`src/sv/bbc_pkg.sv`:
```
package bbc_pkg;

  localparam logic [1:0] FUNC_GET     = 2'd0;
  localparam logic [1:0] FUNC_RELEASE = 2'd1;
  localparam logic [1:0] FUNC_PIN     = 2'd2;
  localparam logic [1:0] FUNC_UNPIN   = 2'd3;

  localparam logic [1:0] ST_OK       = 2'd0;
  localparam logic [1:0] ST_NO_FREE  = 2'd1;
  localparam logic [1:0] ST_COUNT    = 2'd2;
  localparam logic [1:0] ST_DEV_ZERO = 2'd3;

  localparam logic [7:0] COUNT_MAX = 8'hff;

  // one table entry as stored in the memory
  typedef struct packed {
    logic        in_use;
    logic [7:0]  tag_device;
    logic [31:0] tag_block;
    logic [7:0]  ref_count;
    logic [31:0] last_use;
    logic        loaded;
  } entry_t;

  localparam int ENTRY_W = $bits(entry_t);

endpackage

```
`src/sv/bbc_ram.sv`:
```
module bbc_ram #(
  parameter int WIDTH = 8,
  parameter int DEPTH = 32
) (
  input  logic                     clk,
  input  logic                     we,
  input  logic [$clog2(DEPTH)-1:0] waddr,
  input  logic [WIDTH-1:0]         wdata,
  input  logic [$clog2(DEPTH)-1:0] raddr,
  output logic [WIDTH-1:0]         rdata
);

  logic [WIDTH-1:0] mem [DEPTH];

  // one write port, one registered read port
  always_ff @(posedge clk) begin
    if (we) begin
      mem[waddr] <= wdata;
    end
    rdata <= mem[raddr];
  end

endmodule

```
`src/sv/block_buffer_cache_lru.sv`:
```
// Channel  Dir  Handshake            Payload
// in       in   in_valid/in_ready    func device block_number entry_index current_tick
// out      out  out_valid/out_ready  entry hit needs_read status
//
// After reset a clearing pass writes every entry to zero, with in_ready
// low. A get reads the table through the single read port, one entry a
// cycle, then passes through the write step and posts the result; a get for
// device zero posts ST_DEV_ZERO without a scan. Release, pin and unpin read
// the addressed entry, then pass through the write step and post the result.
// One item is in work at a time; in_ready stays low until the result is taken.
module block_buffer_cache_lru #(
  parameter int ENTRIES = 32
) (
  input  logic        clk,
  input  logic        rst,
  input  logic        in_valid,
  output logic        in_ready,
  input  logic [1:0]  func,
  input  logic [7:0]  device,
  input  logic [31:0] block_number,
  input  logic [4:0]  entry_index,
  input  logic [31:0] current_tick,
  output logic        out_valid,
  input  logic        out_ready,
  output logic [4:0]  entry,
  output logic        hit,
  output logic        needs_read,
  output logic [1:0]  status
);

  import bbc_pkg::*;

  localparam int AW = $clog2(ENTRIES);
  localparam int CW = $clog2(ENTRIES + 1);

  localparam logic [2:0] S_CLEAR = 3'd0;
  localparam logic [2:0] S_IDLE  = 3'd1;
  localparam logic [2:0] S_SCAN  = 3'd2;
  localparam logic [2:0] S_RMW   = 3'd3;
  localparam logic [2:0] S_WRITE = 3'd4;
  localparam logic [2:0] S_DONE  = 3'd5;

  logic [2:0]    state;
  logic [CW-1:0] addr;       // read address counter
  logic          rd_vld;     // read data valid this cycle
  logic [AW-1:0] rd_idx;     // index of the data on rdata

  logic [1:0]  op_func;
  logic [7:0]  op_dev;
  logic [31:0] op_blk;
  logic [4:0]  op_idx;
  logic [31:0] op_tick;

  logic          found_hit;
  logic [AW-1:0] hit_idx;
  entry_t        hit_ent;
  logic          found_free;
  logic [AW-1:0] free_idx;
  logic          found_old;
  logic [AW-1:0] old_idx;
  logic [31:0]   old_stamp;

  logic          we;
  logic [AW-1:0] waddr;
  entry_t        wdata;
  logic [ENTRY_W-1:0] rdata_raw;
  entry_t        rdata;
  logic [AW-1:0] raddr;

  // result and write-back computed from the finished scan or read
  logic [4:0]    res_entry;
  logic          res_hit;
  logic          res_nr;
  logic [1:0]    res_status;
  logic          wr_en;
  logic [AW-1:0] wr_addr;
  entry_t        wr_data;

  assign rdata = entry_t'(rdata_raw);
  assign raddr = addr[AW-1:0];

  bbc_ram #(.WIDTH(ENTRY_W), .DEPTH(ENTRIES)) u_ram (
    .clk   (clk),
    .we    (we),
    .waddr (waddr),
    .wdata (wdata),
    .raddr (raddr),
    .rdata (rdata_raw)
  );

  logic idx_ok;
  assign idx_ok = ({27'd0, op_idx} < 32'(ENTRIES));

  assign in_ready = (state == S_IDLE) && !out_valid;

  // decide the result and the entry to write back
  always_comb begin
    res_entry  = '0;
    res_hit    = 1'b0;
    res_nr     = 1'b0;
    res_status = ST_OK;
    wr_en      = 1'b0;
    wr_addr    = hit_idx;
    wr_data    = hit_ent;
    if (op_func == FUNC_GET) begin
      if (found_hit) begin
        res_entry = 5'(hit_idx);
        res_hit   = 1'b1;
        if (hit_ent.ref_count == COUNT_MAX) begin
          res_status = ST_COUNT;
        end else begin
          res_nr            = !hit_ent.loaded;
          wr_en             = 1'b1;
          wr_data.ref_count = hit_ent.ref_count + 8'd1;
          wr_data.last_use  = op_tick;
          wr_data.loaded    = 1'b1;
        end
      end else if (found_free || found_old) begin
        res_entry = found_free ? 5'(free_idx) : 5'(old_idx);
        res_nr    = 1'b1;
        wr_en     = 1'b1;
        wr_addr   = found_free ? free_idx : old_idx;
        wr_data   = '{in_use: 1'b1, tag_device: op_dev, tag_block: op_blk,
                      ref_count: 8'd1, last_use: op_tick, loaded: 1'b1};
      end else begin
        res_status = ST_NO_FREE;
      end
    end else begin
      res_entry = op_idx;
      wr_addr   = AW'(op_idx);
      if (idx_ok) begin
        if (op_func == FUNC_PIN) begin
          if (hit_ent.ref_count == COUNT_MAX) begin
            res_status = ST_COUNT;
          end else begin
            wr_en             = 1'b1;
            wr_data.ref_count = hit_ent.ref_count + 8'd1;
          end
        end else if (hit_ent.ref_count == 8'd0) begin
          res_status = ST_COUNT;
        end else begin
          wr_en             = 1'b1;
          wr_data.ref_count = hit_ent.ref_count - 8'd1;
          if (op_func == FUNC_RELEASE && hit_ent.ref_count == 8'd1) begin
            wr_data.last_use = op_tick;
          end
        end
      end
    end
  end

  // memory write port: clearing pass, then write-back
  always_ff @(posedge clk) begin
    if (rst) begin
      we <= 1'b0;
    end else if (state == S_CLEAR) begin
      we    <= 1'b1;
      waddr <= addr[AW-1:0];
      wdata <= '0;
    end else if (state == S_WRITE) begin
      we    <= wr_en;
      waddr <= wr_addr;
      wdata <= wr_data;
    end else begin
      we <= 1'b0;
    end
  end

  // sequencer
  always_ff @(posedge clk) begin
    if (rst) begin
      state     <= S_CLEAR;
      addr      <= '0;
      rd_vld    <= 1'b0;
      out_valid <= 1'b0;
    end else begin
      if (state == S_DONE) begin
        out_valid <= 1'b1;
      end else if (out_valid && out_ready) begin
        out_valid <= 1'b0;
      end
      unique case (state)
        S_CLEAR: begin
          if (addr == CW'(ENTRIES - 1)) begin
            addr  <= '0;
            state <= S_IDLE;
          end else begin
            addr <= addr + 1'b1;
          end
        end
        S_IDLE: begin
          if (in_valid && in_ready) begin
            op_func    <= func;
            op_dev     <= device;
            op_blk     <= block_number;
            op_idx     <= entry_index;
            op_tick    <= current_tick;
            found_hit  <= 1'b0;
            found_free <= 1'b0;
            found_old  <= 1'b0;
            rd_vld     <= 1'b0;
            if (func == FUNC_GET) begin
              if (device == 8'd0) begin
                entry <= '0; hit <= 1'b0; needs_read <= 1'b0;
                status <= ST_DEV_ZERO;
                state <= S_DONE;
              end else begin
                addr  <= '0;
                state <= S_SCAN;
              end
            end else begin
              addr  <= CW'(entry_index);
              state <= S_RMW;
            end
          end
        end
        S_SCAN: begin
          // issue reads 0..ENTRIES-1, consume each in the next cycle
          if (addr < CW'(ENTRIES)) begin
            rd_vld <= 1'b1;
            rd_idx <= addr[AW-1:0];
            addr   <= addr + 1'b1;
          end else begin
            rd_vld <= 1'b0;
          end
          if (rd_vld) begin
            if (!found_hit && rdata.in_use && rdata.tag_device == op_dev &&
                rdata.tag_block == op_blk) begin
              found_hit <= 1'b1;
              hit_idx   <= rd_idx;
              hit_ent   <= rdata;
            end
            if (!found_free && !rdata.in_use && rdata.ref_count == 8'd0) begin
              found_free <= 1'b1;
              free_idx   <= rd_idx;
            end
            if (rdata.in_use && rdata.ref_count == 8'd0 &&
                (!found_old || rdata.last_use < old_stamp)) begin
              found_old <= 1'b1;
              old_idx   <= rd_idx;
              old_stamp <= rdata.last_use;
            end
          end
          if (!rd_vld && addr == CW'(ENTRIES)) begin
            state <= S_WRITE;
          end
        end
        S_RMW: begin
          // rd_vld low: read issued; rd_vld high: data ready and taken into hit_ent
          if (!rd_vld) begin
            rd_vld <= 1'b1;
          end else begin
            rd_vld <= 1'b0;
            hit_ent <= rdata;
            state <= S_WRITE;
          end
        end
        S_WRITE: begin
          entry      <= res_entry;
          hit        <= res_hit;
          needs_read <= res_nr;
          status     <= res_status;
          state      <= S_DONE;
        end
        S_DONE: begin
          state <= S_IDLE;
        end
        default: state <= S_CLEAR;
      endcase
    end
  end

`ifndef ASSERT_OFF
  // no new transfer while a result is pending
  a_no_accept_full: assert property (@(posedge clk) disable iff (rst)
    out_valid |-> !in_ready) else $error("accept while result pending");
  // no write in idle when the state before was idle too
  a_no_idle_write: assert property (@(posedge clk) disable iff (rst)
    (state == S_IDLE && $past(state) == S_IDLE) |-> !we)
    else $error("write in idle");
  // a hit is only reported with status ok or count error
  a_hit_status: assert property (@(posedge clk) disable iff (rst)
    (out_valid && hit) |-> (status == ST_OK || status == ST_COUNT))
    else $error("bad hit status");
`endif

endmodule
```
`config.mk`:
```
export PLATFORM = sky130hd
export DESIGN_NAME = block_buffer_cache_lru
export DESIGN_NICKNAME = d
export VERILOG_FILES = /design/src/sv/bbc_pkg.sv /design/src/sv/bbc_ram.sv /design/src/sv/block_buffer_cache_lru.sv
export SDC_FILE = /design/constraint.sdc
export NUM_CORES = 2
export LEC_CHECK = 0
export ABC_AREA = 1
export BUFFER_PORTS_ARGS = -buffer_cell sky130_fd_sc_hd__buf_2
export CAP_MARGIN = 0
export CORE_MARGIN = 4
export CORE_UTILIZATION = 30
export CTS_CLUSTER_DIAMETER = 60
export DETAILED_ROUTE_END_ITERATION = 8
export PLACE_DENSITY = 0.5
export SLEW_MARGIN = 20
export SYNTH_ARGS = -nofsm -noshare
export SYNTH_HDL_FRONTEND = slang
export SYNTH_HIERARCHICAL = 1
export SYNTH_SLANG_ARGS = --single-unit
```
`constraint.sdc`:
```
create_clock -name clk -period 5.6 [get_ports clk]
set_input_delay 0.28 -clock clk [delete_from_list [all_inputs] [get_ports clk]]
set_output_delay 0.28 -clock clk [all_outputs]
set_load 0.03 [all_outputs]
```
# Word-level counts from Yosys, hierarchy flattened
# Memory sizes are Yosys's and may differ from the RTL's. A register that Yosys moved wholly into a read port is not among the register bits.
# Cells that the tools add are included.
dict set report classes {
  n_addsub 3
  n_mul 0
  n_div 0
  order_cmp 2
  eq_ne 25
  shifts 0
  n_mux 88
  n_bitwise 1
  n_reduce_logical 48
}
# cell count
set op_table {}
lappend op_table {{two-way mux 82 bit} 5}
lappend op_table {{two-way mux 41 bit} 4}
lappend op_table {{one-hot mux 82 bit (2 select lines)} 1}
lappend op_table {{two-way mux 40 bit} 2}
lappend op_table {{two-way mux 32 bit} 2}
lappend op_table {{two-way mux 5 bit} 12}
lappend op_table {{== test 32 bit} 1}
lappend op_table {{less-than comparator 32 bit} 1}
lappend op_table {{two-way mux 1 bit} 31}
lappend op_table {{two-way mux 6 bit} 5}
lappend op_table {{AND reduction 5 bit} 5}
lappend op_table {{zero test 8 bit} 3}
lappend op_table {{AND reduction 4 bit} 5}
lappend op_table {{two-way mux 3 bit} 6}
lappend op_table {{one-hot mux 3 bit (6 select lines)} 1}
lappend op_table {{one-hot mux 6 bit (3 select lines)} 1}
lappend op_table {{two-way mux 2 bit} 8}
lappend op_table {{two-way mux 8 bit} 2}
lappend op_table {{inequality test 2 bit (second input constant)} 7}
lappend op_table {{logical AND 1 bit} 12}
lappend op_table {{one-hot mux 1 bit (2 select lines)} 5}
lappend op_table {{one-hot mux 5 bit (2 select lines)} 1}
lappend op_table {{nonzero test 2 bit} 5}
lappend op_table {{adder 8 x 1 -> 8 bit (second input constant)} 1}
lappend op_table {{other kinds (25)} 41}
dict set report totals {
  regBits 324
  latchBits 0
  mem_bits_rw 2624
  mem_bits_ro 0
  inputBits 83
  out_inout_bits 11
  elab_cells 203
  memories 1
}
# memory words word_bits read_ports rd_ports_with_merged_regs wr line
set mem_list {}
lappend mem_list {u_ram.mem 32 82 1 1 1 bbc_ram.sv:13} ;# logic [WIDTH-1:0] mem [DEPTH];

# Depth between registers and ports, before layout
dict set report logic_depth {
  depth_word 7
  mapped_depth 15
  mapped_depth_nobuf 15
}

# Hierarchy
# Netlist, hierarchy kept.
# mod instances cells_each area_per_inst_um2 seq_area_each_um2
set by_module_without_submodules {}
lappend by_module_without_submodules {bbc_ram 1 8653 106667.3 80437.1}
lappend by_module_without_submodules {block_buffer_cache_lru 1 1175 13889.6 9609.2}

# Least setup slack after synthesis
# No wires, ideal clock.
dict set report synth_path {
  path_type {register to register}
  startpoint {reg op_blk[3]}
  endpoint {reg hit_ent[0] (netlist name) (enable)}
  setup_time_ns 0.550
  arrival_time_ns 5.022
  slack_ns 0.028
  path_stages_with_launch 8
  synth_period_minus_slack_ns 5.572
  path_cell_list {edfxtp_1 -> nand2_1 -> o21ai_0 -> nor4_1 -> nand2_1 -> nor2_1 -> nand3_1 -> a21oi_1}
}
dict set report synth_via {
  elab_chain_len 4
}
# item line
set synth_lines {}
lappend synth_lines {{from (decl)} block_buffer_cache_lru.sv:50} ;# logic [31:0] op_blk;
lappend synth_lines {{from (signal assigned)} block_buffer_cache_lru.sv:195} ;# op_blk <= block_number;
lappend synth_lines {{== test 32 bit} block_buffer_cache_lru.sv:228} ;# rdata.tag_block == op_blk) begin
lappend synth_lines {{logical AND 1 bit} block_buffer_cache_lru.sv:227} ;# if (!found_hit && rdata.in_use && rdata.tag_device == op_dev &&
lappend synth_lines {{inequality test 2 bit (no line)} n/a}
lappend synth_lines {{AND reduction 5 bit (no line)} n/a}
lappend synth_lines {{to (signal assigned)} block_buffer_cache_lru.sv:231} ;# hit_ent <= rdata;
lappend synth_lines {{to (signal assigned)} block_buffer_cache_lru.sv:254} ;# hit_ent <= rdata;
lappend synth_lines {{to (decl)} block_buffer_cache_lru.sv:56} ;# entry_t hit_ent;
# No other way between the ends.
# A chain may end at the register's enable or synchronous reset.

# Worst setup path after layout
dict set report layout_path {
  startpoint {reg u_ram.rdata[81] (read register of u_ram.mem)}
  endpoint {reg hit_ent[41] (netlist name) (enable)}
}
dict set report layout_via {
  elab_chain_len 5
}
# item line
set layout_lines {}
lappend layout_lines {{from (decl)} bbc_ram.sv:10} ;# output logic [WIDTH-1:0] rdata
lappend layout_lines {{logical AND 1 bit (3 in a row)} block_buffer_cache_lru.sv:227}
lappend layout_lines {{inequality test 2 bit (no line)} n/a}
lappend layout_lines {{AND reduction 5 bit (no line)} n/a}
# No other way between the ends.

==> results.txt <==
fin nets: 10,100
Leakage: 48.7 nW
YS warnings: 6
final-report hold violation count: 0
CP Class: reg -> reg
width of the die: 642 um
pre-CTS setup slack: 1230 ps
total number of vias: 78,100
Fmax: 219 MHz
Setup Total Neg Slack: 0 ps
maxcap violations: 0
setup ws final: 1020 ps
Core Rows: 232
Worst setup SP type: flip-flop
final WL: 374,000 um
Mapped Avg Cell Area: 12.3 um^2
Slowest-stage cell, CP: nor3_1
Clock transition at path regs: 60 ps
area of the multi-input gates: 27,000 um^2
unrepaired setup endpoints after global routing: no
slew of the pin with the lowest slew margin: 1180 ps
post-route ant nets: 0
I/O Pins: 94
crit-path max FO: 26
Post-Synthesis Cells: 9,828
Sink Count: 3,030
number of remaining DRC errors: 0
final setup violation count: 0
crit path cell chain: nand4_1, nor3_1, nand4_1, nor2_1, nand3_1, a21oi_4, buf_4
most frequent cells in the layout: 3,192 x nand2_1, 2,936 x edfxtp_1, 2,330 x nand3_1
# resized after CTS: 0
count of cell types in the netlist: 48
syn_nets: 9,948
Worst setup EP type: flip-flop
detailed-route wire length per cell: 24.2 um
Root Buffer: clkbuf_16
cell mode on critical path: nand4_1
CTS max path bufs: 4
initial antenna violation count: 25
first-pass GRT wire length: 538,000 um
status: complete, no violations
Total Routing Usage GR: 17.4%
GPL Wtd Cong: 0.820
share of cells above drive strength 1: 8.32%
Hold WS: 88.8 ps
P&R area growth vs syn: 15.2%
Critical Path AT: 5090 ps
synthesized area: 121,000 um^2
DRT Pass-1 Iters: 5
area of the die: 412,000 um^2
most common cell after layout, fill and taps aside: nand2_1
Skew-Pair Late Insertion Delay: 930 ps
drt initial violations: 8,332
Sequential cell area: 90,100 um^2
Initial Util: 30.2%
die height: 642 um
Final min period: 4580 ps
CTS tree: yes
Finished Core Util: 34.7%
skew final: 73.2 ps
largest net degree at the start of global routing: 211
Max VDD drop: 0.000524 V
total congestion overflow: 0
vias in the first global route: 74,800
DPL Wire Length: 186,000 um
pwr dens: 509 nW/um^2
CP peak stage delay: 860 ps
post-synthesis register bit count: 3,030
Tcrit/Tclk final: 81.7%
TritonCTS buffer count: 340
FILL cells: 38,700
Slew Viols, Final: 0
core area: 400,000 um^2
H-tree depth: 5
Hold WC Path Type: in -> reg
slew margin rel.: 21.2%
Vias/cell: 5.05
I/O Buffers: 93
Seq/Total Area, Yosys: 74.7%
critical path data required time: 6110 ps
-- critical path, delay by kind of cell (launching register included) --
family,cells,cell delay [ps]
and+or+nand+nor,5,2120
AOI/OAI and AO/OA,1,860
DFF,1,640
buffers and inverters,1,500
-- cell usage after synthesis (all sizes together) --
cell | number | area share (%)
nand2 | 3195 | 10
edfxtp | 2936 | 73
nand3 | 2331 | 9.7
buf | 487 | 2.4
nor2 | 228 | 0.75
inv | 135 | 0.42
o21ai | 109 | 0.47
clkbuf | 103 | 0.32
dfxtp | 94 | 1.6
a21oi | 57 | 0.24
ha | 37 | 0.38
nand4 | 18 | 0.093
nor3 | 16 | 0.071
or2 | 14 | 0.073
xor2 | 13 | 0.094
a31oi | 7 | 0.036
nor4 | 7 | 0.036
xnor2 | 6 | 0.044
a211oi | 5 | 0.031
o2111ai | 4 | 0.029
o22ai | 4 | 0.021
a22oi | 2 | 0.012
a32oi | 2 | 0.015
a41oi | 2 | 0.015
nand3b | 2 | 0.012
o211ai | 2 | 0.012
o21a | 2 | 0.012
o221ai | 2 | 0.015
o31ai | 2 | 0.012
a21boi | 1 | 0.0062
a22o | 1 | 0.0073
clkinv | 1 | 0.0031
nor3b | 1 | 0.0062
nor4b | 1 | 0.0073
o41ai | 1 | 0.0073
-- sequential cells by signal (all words and copies together), names as in the netlist, 6 cells and up --
| register | cells |
|---|---|
| wdata | 82 |
| old_stamp | 32 |
| op_tick | 32 |
| op_blk | 32 |
| op_dev | 8 |
| hit_ent | 82 |
| u_ram/mem | 2624 |
| addr | 6 |
| u_ram/rdata | 82 |
-- layout make-up --
type                    instances  area share [%]
inverters                     136           0.403
flip-flops and latches       3030            64.9
well taps                    5265            4.74
multi-input cells            6072            19.4
repair buffers                351            2.53
clock inverters               180            1.36
clock buffers                 447            6.67
diodes                          1         0.00180
-- routing by layer --
metal	vias up	part of all wire [%]	wire (um)	GRT usage, %
met5	-	0	0	0
met4	0	2.6	9670	4.63
met3	574	6.6	24500	2.04
met2	3046	47	175000	28.3
met1	39500	44	165000	24.8
li1	35100	-	-	-
-- report_power, final --
| group | internal [mW] | switching [mW] |
|---|---|---|
| Clock | 13.1 | 9.15 |
| Sequential | 28.9 | 2.36 |
| Combinational | 4.49 | 12.6 |
| Total | 46.5 | 24.1 |
-- path summary, 6_finish.rpt --
check	start	to	slack, ps	cells past startpoint
setup reg to reg	u_ram/rdata[81]	hit_ent[41]	1020	7
hold / removal	current_tick[7]	op_tick[7]	90	2
hold reg to reg	u_ram/rdata[37]	hit_ent[37]	430	0
setup / recovery	u_ram/rdata[81]	hit_ent[41]	1020	7
-- logic make-up (layout without fill, tap and decap cells) --
family	Yosys count	count (layout)	share of synthesized area, %
simple gates	5813	5813	20.7
other cells	0	1	0
flops	3030	3030	74.7
buf+inv	726	1114	3.15
compound gates	203	203	0.939
fa+ha+maj	37	37	0.384
xor+xnor	19	19	0.138
-- repair_timing --
item / CTS / global route
endpoints found under the hold margin: 91 / 0
hold buffers: 83 / 0
setup buffers: 0 / 0
-- through the flow --
step                instances  power [mW]  instance area, um^2
detailed placement      14800        48.6               127000
finish                  15500        70.6               139000
global placement        14700        48.3               126000
CTS                     15500        70.9               139000
global route            15500        74.0               139000
floorplan                9828        42.0               121000
Power figures use the tool's default switching activity.
